## src/hw/rtl/rcpp_pkg.sv

```systemverilog
// Shared constants and types for the remote commander packet parser.
// No dependencies; every other file in hw/rtl refers to it by scoped names.
package rcpp_pkg;

    localparam logic [7:0] HEADER_BYTE = 8'hFF;
    localparam logic [7:0] SUM_GOOD    = 8'hFF;
    localparam int         DATA_LEN    = 6;
    localparam int         POS_W       = 3;
    localparam logic [POS_W-1:0] CHECK_POS = POS_W'(DATA_LEN);

    // Six data bytes of one packet, byte 0 in slot 0
    typedef logic [DATA_LEN-1:0][7:0] t_payload;

    // Status of the byte being parsed this cycle
    typedef struct packed {
        logic good;     // checksum byte of a good packet
        logic last;     // checksum byte, good or bad
    } t_parse_status;

endpackage

```

## src/hw/rtl/rcpp_parser.sv

```systemverilog
// Header hunt, byte position, running checksum and payload store.
// Depends on rcpp_pkg.
module rcpp_parser (
    input  logic                   i_clk,
    input  logic                   i_rst_n,
    input  logic                   i_advance,
    input  logic [7:0]             i_byte,
    output rcpp_pkg::t_parse_status o_status,
    output rcpp_pkg::t_payload     o_payload
);

    logic                         r_hunting, n_hunting;
    logic [rcpp_pkg::POS_W-1:0]   r_pos, n_pos;
    logic [7:0]                   r_sum, n_sum;
    rcpp_pkg::t_payload           r_payload;
    logic [7:0]                   sum_with_byte;

    assign sum_with_byte = r_sum + i_byte;

    // Work out the next parse state for the byte held at the input
    always_comb begin
        n_hunting = r_hunting;
        n_pos     = r_pos;
        n_sum     = r_sum;
        o_status  = '0;
        if (r_hunting) begin
            if (i_byte == rcpp_pkg::HEADER_BYTE) begin
                n_hunting = 1'b0;
                n_pos     = '0;
                n_sum     = '0;
            end
        end else if (r_pos == '0 && i_byte == rcpp_pkg::HEADER_BYTE) begin
            // a second header byte drops back to the hunt
            n_hunting = 1'b1;
        end else begin
            n_sum = sum_with_byte;
            if (r_pos == rcpp_pkg::CHECK_POS) begin
                n_hunting     = 1'b1;
                n_pos         = '0;
                o_status.last = 1'b1;
                o_status.good = (sum_with_byte == rcpp_pkg::SUM_GOOD);
            end else begin
                n_pos = r_pos + 1'b1;
            end
        end
    end

    // Advance control state once the byte is consumed
    always_ff @(posedge i_clk) begin
        if (!i_rst_n) begin
            r_hunting <= 1'b1;
            r_pos     <= '0;
            r_sum     <= '0;
        end else if (i_advance) begin
            r_hunting <= n_hunting;
            r_pos     <= n_pos;
            r_sum     <= n_sum;
        end
    end

    // Store data bytes in their slots
    always_ff @(posedge i_clk) begin
        if (i_advance && !r_hunting && r_pos < rcpp_pkg::CHECK_POS &&
            !(r_pos == '0 && i_byte == rcpp_pkg::HEADER_BYTE)) begin
            r_payload[r_pos] <= i_byte;
        end
    end

    assign o_payload = r_payload;

endmodule

```

## src/hw/rtl/rcpp_result.sv

```systemverilog
// Result register: maps the payload bytes to stick, pan/tilt and button fields.
// Depends on rcpp_pkg.
module rcpp_result (
    input  logic                i_clk,
    input  logic                i_rst_n,
    input  logic                i_load,
    input  logic                i_out_stall,
    input  logic                i_southpaw,
    input  rcpp_pkg::t_payload  i_payload,
    output logic                o_valid,
    output logic signed [7:0]   o_walk_vertical,
    output logic signed [8:0]   o_walk_horizontal,
    output logic signed [7:0]   o_look_vertical,
    output logic signed [7:0]   o_look_horizontal,
    output logic [15:0]         o_pan_word,
    output logic [15:0]         o_tilt_word,
    output logic [7:0]          o_button_bits,
    output logic [7:0]          o_extension_bits
);

    logic               r_valid;
    logic signed [7:0]  r_walk_v, r_look_v, r_look_h;
    logic signed [8:0]  r_walk_h;
    logic [15:0]        r_pan, r_tilt;
    logic [7:0]         r_button, r_ext;
    logic signed [7:0]  c0, c1, c2, c3;
    logic signed [7:0]  walk_h_base;
    logic signed [8:0]  n_walk_h;

    // Centre each stick byte: minus 128 is a flip of the top bit
    assign c0 = i_payload[0] ^ 8'h80;
    assign c1 = i_payload[1] ^ 8'h80;
    assign c2 = i_payload[2] ^ 8'h80;
    assign c3 = i_payload[3] ^ 8'h80;

    // Pick the walk horizontal source and apply the trim
    assign walk_h_base = i_southpaw ? c1 : c3;
    assign n_walk_h    = i_southpaw ? (9'(walk_h_base) + 9'sd1)
                                    : (9'(walk_h_base) - 9'sd1);

    // Hold the result until taken
    always_ff @(posedge i_clk) begin
        if (!i_rst_n) begin
            r_valid <= 1'b0;
        end else if (i_load) begin
            r_valid <= 1'b1;
        end else if (!i_out_stall) begin
            r_valid <= 1'b0;
        end
    end

    always_ff @(posedge i_clk) begin
        if (i_load) begin
            r_walk_v <= i_southpaw ? c0 : c2;
            r_walk_h <= n_walk_h;
            r_look_v <= i_southpaw ? c2 : c0;
            r_look_h <= i_southpaw ? c3 : c1;
            r_pan    <= {i_payload[0], i_payload[1]};
            r_tilt   <= {i_payload[2], i_payload[3]};
            r_button <= i_payload[4];
            r_ext    <= i_payload[5];
        end
    end

    assign o_valid           = r_valid;
    assign o_walk_vertical   = r_walk_v;
    assign o_walk_horizontal = r_walk_h;
    assign o_look_vertical   = r_look_v;
    assign o_look_horizontal = r_look_h;
    assign o_pan_word        = r_pan;
    assign o_tilt_word       = r_tilt;
    assign o_button_bits     = r_button;
    assign o_extension_bits  = r_ext;

endmodule

```

## src/hw/rtl/remote_commander_packet_parser_top.sv

```systemverilog
// Top level of the remote commander packet parser: input register, mode
// register, parser and result register. Depends on rcpp_pkg, rcpp_parser, rcpp_result.
//
// Takes one received byte per clock. A packet is a 0xFF header, six data bytes
// and a checksum byte; the seven bytes after the header must sum to 0xFF mod 256.
// Each good packet gives one result: its checksum byte is held in the input register,
// then the result register. Bytes flow at one per cycle while the result side does
// not stall; a stalled result only holds back the checksum byte of the next good
// packet and the bytes behind it, other bytes keep moving. The southpaw mode
// register is always ready and must be written while no packet is in flight.
module remote_commander_packet_parser_top (
    input  logic               i_clk,
    input  logic               i_rst_n,
    // configuration
    input  logic               i_cfg_valid,
    output logic               o_cfg_ready,
    input  logic               i_cfg_southpaw_mode,
    // byte input
    input  logic               i_in_valid,
    output logic               o_in_stall,
    input  logic [7:0]         i_rx_byte,
    // result output
    output logic               o_out_valid,
    input  logic               i_out_stall,
    output logic signed [7:0]  o_walk_vertical,
    output logic signed [8:0]  o_walk_horizontal,
    output logic signed [7:0]  o_look_vertical,
    output logic signed [7:0]  o_look_horizontal,
    output logic [15:0]        o_pan_word,
    output logic [15:0]        o_tilt_word,
    output logic [7:0]         o_button_bits,
    output logic [7:0]         o_extension_bits
);

    logic                    r_southpaw;
    logic                    r_in_valid;
    logic [7:0]              r_in_byte;
    logic                    out_free;
    logic                    advance;
    logic                    load;
    logic                    in_accept;
    rcpp_pkg::t_parse_status status;
    rcpp_pkg::t_payload      payload;

    // Mode register
    assign o_cfg_ready = 1'b1;

    always_ff @(posedge i_clk) begin
        if (!i_rst_n) begin
            r_southpaw <= 1'b0;
        end else if (i_cfg_valid && o_cfg_ready) begin
            r_southpaw <= i_cfg_southpaw_mode;
        end
    end

    // Consume the held item unless it has a result with nowhere to go
    assign out_free   = !o_out_valid || !i_out_stall;
    assign advance    = r_in_valid && (out_free || !status.good);
    assign load       = advance && status.good;
    assign o_in_stall = r_in_valid && !advance;
    assign in_accept  = i_in_valid && !o_in_stall;

    // Input register
    always_ff @(posedge i_clk) begin
        if (!i_rst_n) begin
            r_in_valid <= 1'b0;
        end else begin
            r_in_valid <= in_accept || o_in_stall;
        end
    end

    always_ff @(posedge i_clk) begin
        if (in_accept) begin
            r_in_byte <= i_rx_byte;
        end
    end

    rcpp_parser u_parser (
        .i_clk     (i_clk),
        .i_rst_n   (i_rst_n),
        .i_advance (advance),
        .i_byte    (r_in_byte),
        .o_status  (status),
        .o_payload (payload)
    );

    rcpp_result u_result (
        .i_clk             (i_clk),
        .i_rst_n           (i_rst_n),
        .i_load            (load),
        .i_out_stall       (i_out_stall),
        .i_southpaw        (r_southpaw),
        .i_payload         (payload),
        .o_valid           (o_out_valid),
        .o_walk_vertical   (o_walk_vertical),
        .o_walk_horizontal (o_walk_horizontal),
        .o_look_vertical   (o_look_vertical),
        .o_look_horizontal (o_look_horizontal),
        .o_pan_word        (o_pan_word),
        .o_tilt_word       (o_tilt_word),
        .o_button_bits     (o_button_bits),
        .o_extension_bits  (o_extension_bits)
    );

    // A new result never overwrites one still waiting
    a_no_overwrite: assert property (@(posedge i_clk) disable iff (!i_rst_n)
        !(load && o_out_valid && i_out_stall))
        else $error("result overwritten while stalled");

    // A good packet shows up at the output in the next cycle
    a_good_shown: assert property (@(posedge i_clk) disable iff (!i_rst_n)
        load |=> o_out_valid)
        else $error("good packet gave no result");

    // Only a checksum byte can be good
    a_good_is_last: assert property (@(posedge i_clk) disable iff (!i_rst_n)
        status.good |-> status.last)
        else $error("good flag outside checksum byte");

endmodule

```

## config.mk

```make
export PLATFORM = sky130hd
export DESIGN_NAME = remote_commander_packet_parser_top
export DESIGN_NICKNAME = d
export VERILOG_FILES = /design/src/hw/rtl/rcpp_pkg.sv /design/src/hw/rtl/rcpp_parser.sv /design/src/hw/rtl/rcpp_result.sv /design/src/hw/rtl/remote_commander_packet_parser_top.sv
export SDC_FILE = /design/constraint.sdc
export NUM_CORES = 1
export LEC_CHECK = 0
export ABC_CLOCK_PERIOD_IN_PS = 10720
export BUFFER_PORTS_ARGS = -buffer_cell sky130_fd_sc_hd__buf_2
export CAP_MARGIN = 30
export CORE_MARGIN = 2
export CORE_UTILIZATION = 36
export CTS_CLUSTER_SIZE = 28
export DETAILED_ROUTE_END_ITERATION = 6
export SLEW_MARGIN = 30
export SYNTH_ARGS = -nofsm -noshare
export SYNTH_HDL_FRONTEND = slang
export SYNTH_SLANG_ARGS = --single-unit
```

## constraint.sdc

```tcl
create_clock -name i_clk -period 10.72 [get_ports i_clk]
set_clock_uncertainty 0.15 [all_clocks]
set_input_delay 2.144 -clock i_clk [delete_from_list [all_inputs] [get_ports i_clk]]
set_output_delay 2.144 -clock i_clk [all_outputs]
set_load 0.02 [all_outputs]
```

==> results list <==
- Critical Path End Type: output port
- Setup repair after global routing left no endpoint under its margin.
* Final Util: 45.4%
- Site Rows: between 40 and 50
* Filler Cell Count: about 1400
* Largest net degree at the start of global routing: just over 80
- Setup-failing EPs final: 0
* Die Wd: 132 um
- Synthesis produced a netlist whose cell count is 364.
* Final net count: 496
- Ys flop type: sky130_fd_sc_hd__edfxtp_1
* Number of placed instances, taps included: 667
* GRT Resource Usage Total: a little over an eighth
- 0 antenna diodes ended up in the layout.
- Global routing consumed, on the met1 layer, 16.9% of the routing resources.
* Data required, critical path: 8430 ps
* Iteration-0 DRC Markers: 178
* Final hold viol count: 0
- Cell type group with the largest total delay on the critical path: simple AND/OR/NAND/NOR gates
* Number of warnings printed during yosys synthesis: 0
- Number of clock sinks: ~150
- Number of enable-type register cells in the synthesized netlist: ~140
* Crit share post-route: 51.0%
* Shortest clock period the worst path allows after layout: 5460 ps
* Slew HR: 44.8%
* Number of antenna violations at the first check in global routing: 0
* DRC violations left: 0
* Register-to-register setup slack: 7180 ps
- The commonest cells after synthesis are sky130_fd_sc_hd__edfxtp_1, sky130_fd_sc_hd__nor2_1, sky130_fd_sc_hd__mux2_2.
- Overall power consumption after layout is estimated at 1290 uW.
* Post-placement setup slack: ~5600 ps
- In this run the worst path has a maximum fanout of 8.
- Input and output buffers added on the ports amount to 96.
- Post-detailed-route count of antenna-violating nets: 0
- The routed layout has 3283 vias.
- Synthesized Nets: a little under 400
* Proportion of layout cells with a drive suffix above 1: 32.3%
- Post-CTS Resized: 0
* CTS Hold Buffers Added: 0
- Worst setup path start: r_in_byte[0]
- After synthesis, the cell types taking the most area are sky130_fd_sc_hd__edfxtp_1, sky130_fd_sc_hd__dfxtp_1, sky130_fd_sc_hd__mux2_2.
- Number of distinct library cells after synthesis: 50
- Clock transition at path regs: roughly 60 ps
- CP max stage cell: sky130_fd_sc_hd__edfxtp_1
- Total Routed Length: 10.9 mm
- Final count of pins violating max slew: 0
* Core region area: 15900 um2
- Global-route met3 utilization: 4.42%
* Max Root-Sink Buffers: 2
* Top-level I/O count: 98
- Vias per Instance: 4.70
* Top cell type by total area after synthesis: sky130_fd_sc_hd__edfxtp_1
- For the worst-skew pair, the clock arrives at the later sink with an insertion delay of 420 ps.
* Met2 Usage GRT: roughly a fifth
- Number of maximum-capacitance violations: 0
* Reported leakage power: around 0.0025 uW
* Post-synth top area share: 69.7%
* Most frequently used cell type in the post-synthesis netlist: sky130_fd_sc_hd__edfxtp_1
* Detailed Routing Iterations Pass 1: 4
* Sequential fraction of the synthesis area: around three quarters
- Post-CTS setup buffers: 0
- Dividing the detail-routed wire length by the instance count gives 15.6 um.
- Number of levels in the clock H-tree: 4
* Maximum cell stage delay along the critical path: 540 ps
* Setup slack after layout: 5260 ps
- Total clock buffers created by CTS: 17
- Die height: ~130 um
- Final cell count without fillers: approximately 700
* CTS Root Buffer Type: sky130_fd_sc_hd__clkbuf_16
* GRT Residual Overflow: 0
* WS Path Type: flip-flop to output port
- Outcome: completed
- STA puts the critical path data arrival time at 3170 ps.
* Power per unit of standard cell area: 178 nW/um2
- GR peak layer: met2
* Worst-margin pin slew: 825 ps
- Netlist area before placement: 5900 um2
* CP cell instances: ha_1 > inv_1 > fa_1 > xor2_1 > nor4_1 > nand4_1 > nor3_1 > and2_1 > buf_2
- The critical path crosses 9 cells after its start point.
* Starting density of the core: roughly 37%
- CP Capture Point: o_in_stall
* Clock tree from TritonCTS: done
* Crit start category: flip-flop
* Asr flop ratio synth: 0%
- Die outline area: between 15000 and 20000 um2
* Via count of the first global-routing pass: 3237
- The startpoint identified for the worst register-to-register timing path is r_in_byte[0].
- Across the VDD grid, the largest voltage drop is 0.0979 mV.
- FF+latch count, synth: between 150 and 200
* Worst path buffer plus inverter count: 2
* Avg Inst Size Synth: 16.2 um2
- Counting cells, the worst reg-to-reg path comes to 8.
- At the end of routability-driven placement, the weighted congestion stood at 0.847.
* Detail Placement HPWL: around 7.2 mm
* Maximum achievable frequency: between 150 and 200 MHz
* Area added between synthesis and finish: 22.5%
- Setup TNS after final layout: 0 ps
- Global-route wire length before repair: 17.2 mm
- In this run the worst hold path is classified as flip-flop to flip-flop.
- The endpoint identified for the worst register-to-register timing path is u_result.o_pan_word[7].
report_power, final:
part / switching, uW / internal, uW / total, uW
Clock: 233 / 369 / 602
Sequential: 8.53 / 646 / 655
Combinational: 16.8 / 13.0 / 29.8
worst register-to-register path, stage by stage, from the launching register on:
cell and delay, ps:
sky130_fd_sc_hd__edfxtp_1 540, sky130_fd_sc_hd__ha_1 250, sky130_fd_sc_hd__inv_1 60, sky130_fd_sc_hd__fa_1 390, sky130_fd_sc_hd__xor2_1 190, sky130_fd_sc_hd__nor4_1 460
sky130_fd_sc_hd__nand4_1 250, sky130_fd_sc_hd__nor4_4 200, sky130_fd_sc_hd__buf_6 560
per-layer routing:
layer | up-vias | share of wire (%)
li1 | 1589 | -
met1 | 1599 | 46
met2 | 81 | 47
met3 | 14 | 5.3
met4 | 0 | 1.5
met5 | - | 0
flip-flops by register name, indices dropped and copies added, names as in the netlist:
register	flops
u_parser.r_sum	8
u_result.o_look_horizontal	8
u_result.o_walk_vertical	8
r_in_valid	1
u_result.o_button_bits	8
u_result.o_look_vertical	8
u_result.o_valid	1
u_result.o_walk_horizontal	9
u_parser.r_pos	3
u_parser.o_payload	48
r_southpaw	1
u_result.o_tilt_word	16
u_result.o_extension_bits	8
u_result.o_pan_word	16
r_in_byte	8
u_parser.r_hunting	1
how the worst min path moves through the flow:
stage,start,endpoint,cells past startpoint
final,u_parser.o_payload[42],u_result.o_extension_bits[2],0
after global routing,u_parser.o_payload[33],u_result.o_button_bits[1],0
after CTS,u_parser.o_payload[42],u_result.o_extension_bits[2],0
after detailed placement,u_parser.o_payload[33],u_result.o_button_bits[1],0
after global placement,u_parser.o_payload[45],u_result.o_extension_bits[5],0
after floorplan,u_parser.o_payload[32],u_result.o_button_bits[0],0
through the flow:
stage	instance area, um2	hold WS, ps
2_1_floorplan	5910	250
4_1_cts	7230	270
3_3_place_gp	6620	255
3_5_place_dp	6620	255
6_report	7230	268
5_1_grt	7230	277
kinds of logic (layout without fill, tap and decap cells):
kind of cell	count (synthesis)	after routing	share of synthesized area, %
flip-flops	152	152	74.8
AND/OR/NAND/NOR	84	84	7.63
other	1	1	0.0635
XOR/XNOR	13	13	1.93
buffers and inverters	23	142	1.80
adder cells (fa/ha/maj)	12	12	2.67
multiplexers	34	34	6.19
AO/OA/AOI/OAI	45	45	4.94
placed cells by master (no fill, tap or decap), types with 4 or more instances in the layout:
master	n
sky130_fd_sc_hd__nand3_1	8
sky130_fd_sc_hd__clkinv_4	6
sky130_fd_sc_hd__mux2i_1	14
sky130_fd_sc_hd__xor2_1	8
sky130_fd_sc_hd__ha_1	11
sky130_fd_sc_hd__nand3b_1	4
sky130_fd_sc_hd__buf_2	96
sky130_fd_sc_hd__nor2_1	23
sky130_fd_sc_hd__nor3_1	5
sky130_fd_sc_hd__mux2_2	20
sky130_fd_sc_hd__edfxtp_1	137
sky130_fd_sc_hd__o21ai_0	13
sky130_fd_sc_hd__a21boi_1	5
sky130_fd_sc_hd__a21oi_1	10
sky130_fd_sc_hd__nand2_1	10
sky130_fd_sc_hd__clkbuf_16	17
sky130_fd_sc_hd__nand2b_1	8
sky130_fd_sc_hd__nor2b_1	8
sky130_fd_sc_hd__inv_1	10
sky130_fd_sc_hd__xnor2_1	5
sky130_fd_sc_hd__dfxtp_1	15
sky130_fd_sc_hd__nand4_1	5
cell type report:
cell class                 count  area [um2]  area share, %
multi-input combinational    189        1400           19.3
clock inverter                13         174           2.40
sequential                   152        4410           61.0
tap                          216         270           3.74
clock buffer                  19         433           5.99
timing repair buffer          98         499           6.90
inverter                      12        45.0          0.623
Note: power is estimated with default switching activity, not from simulation.
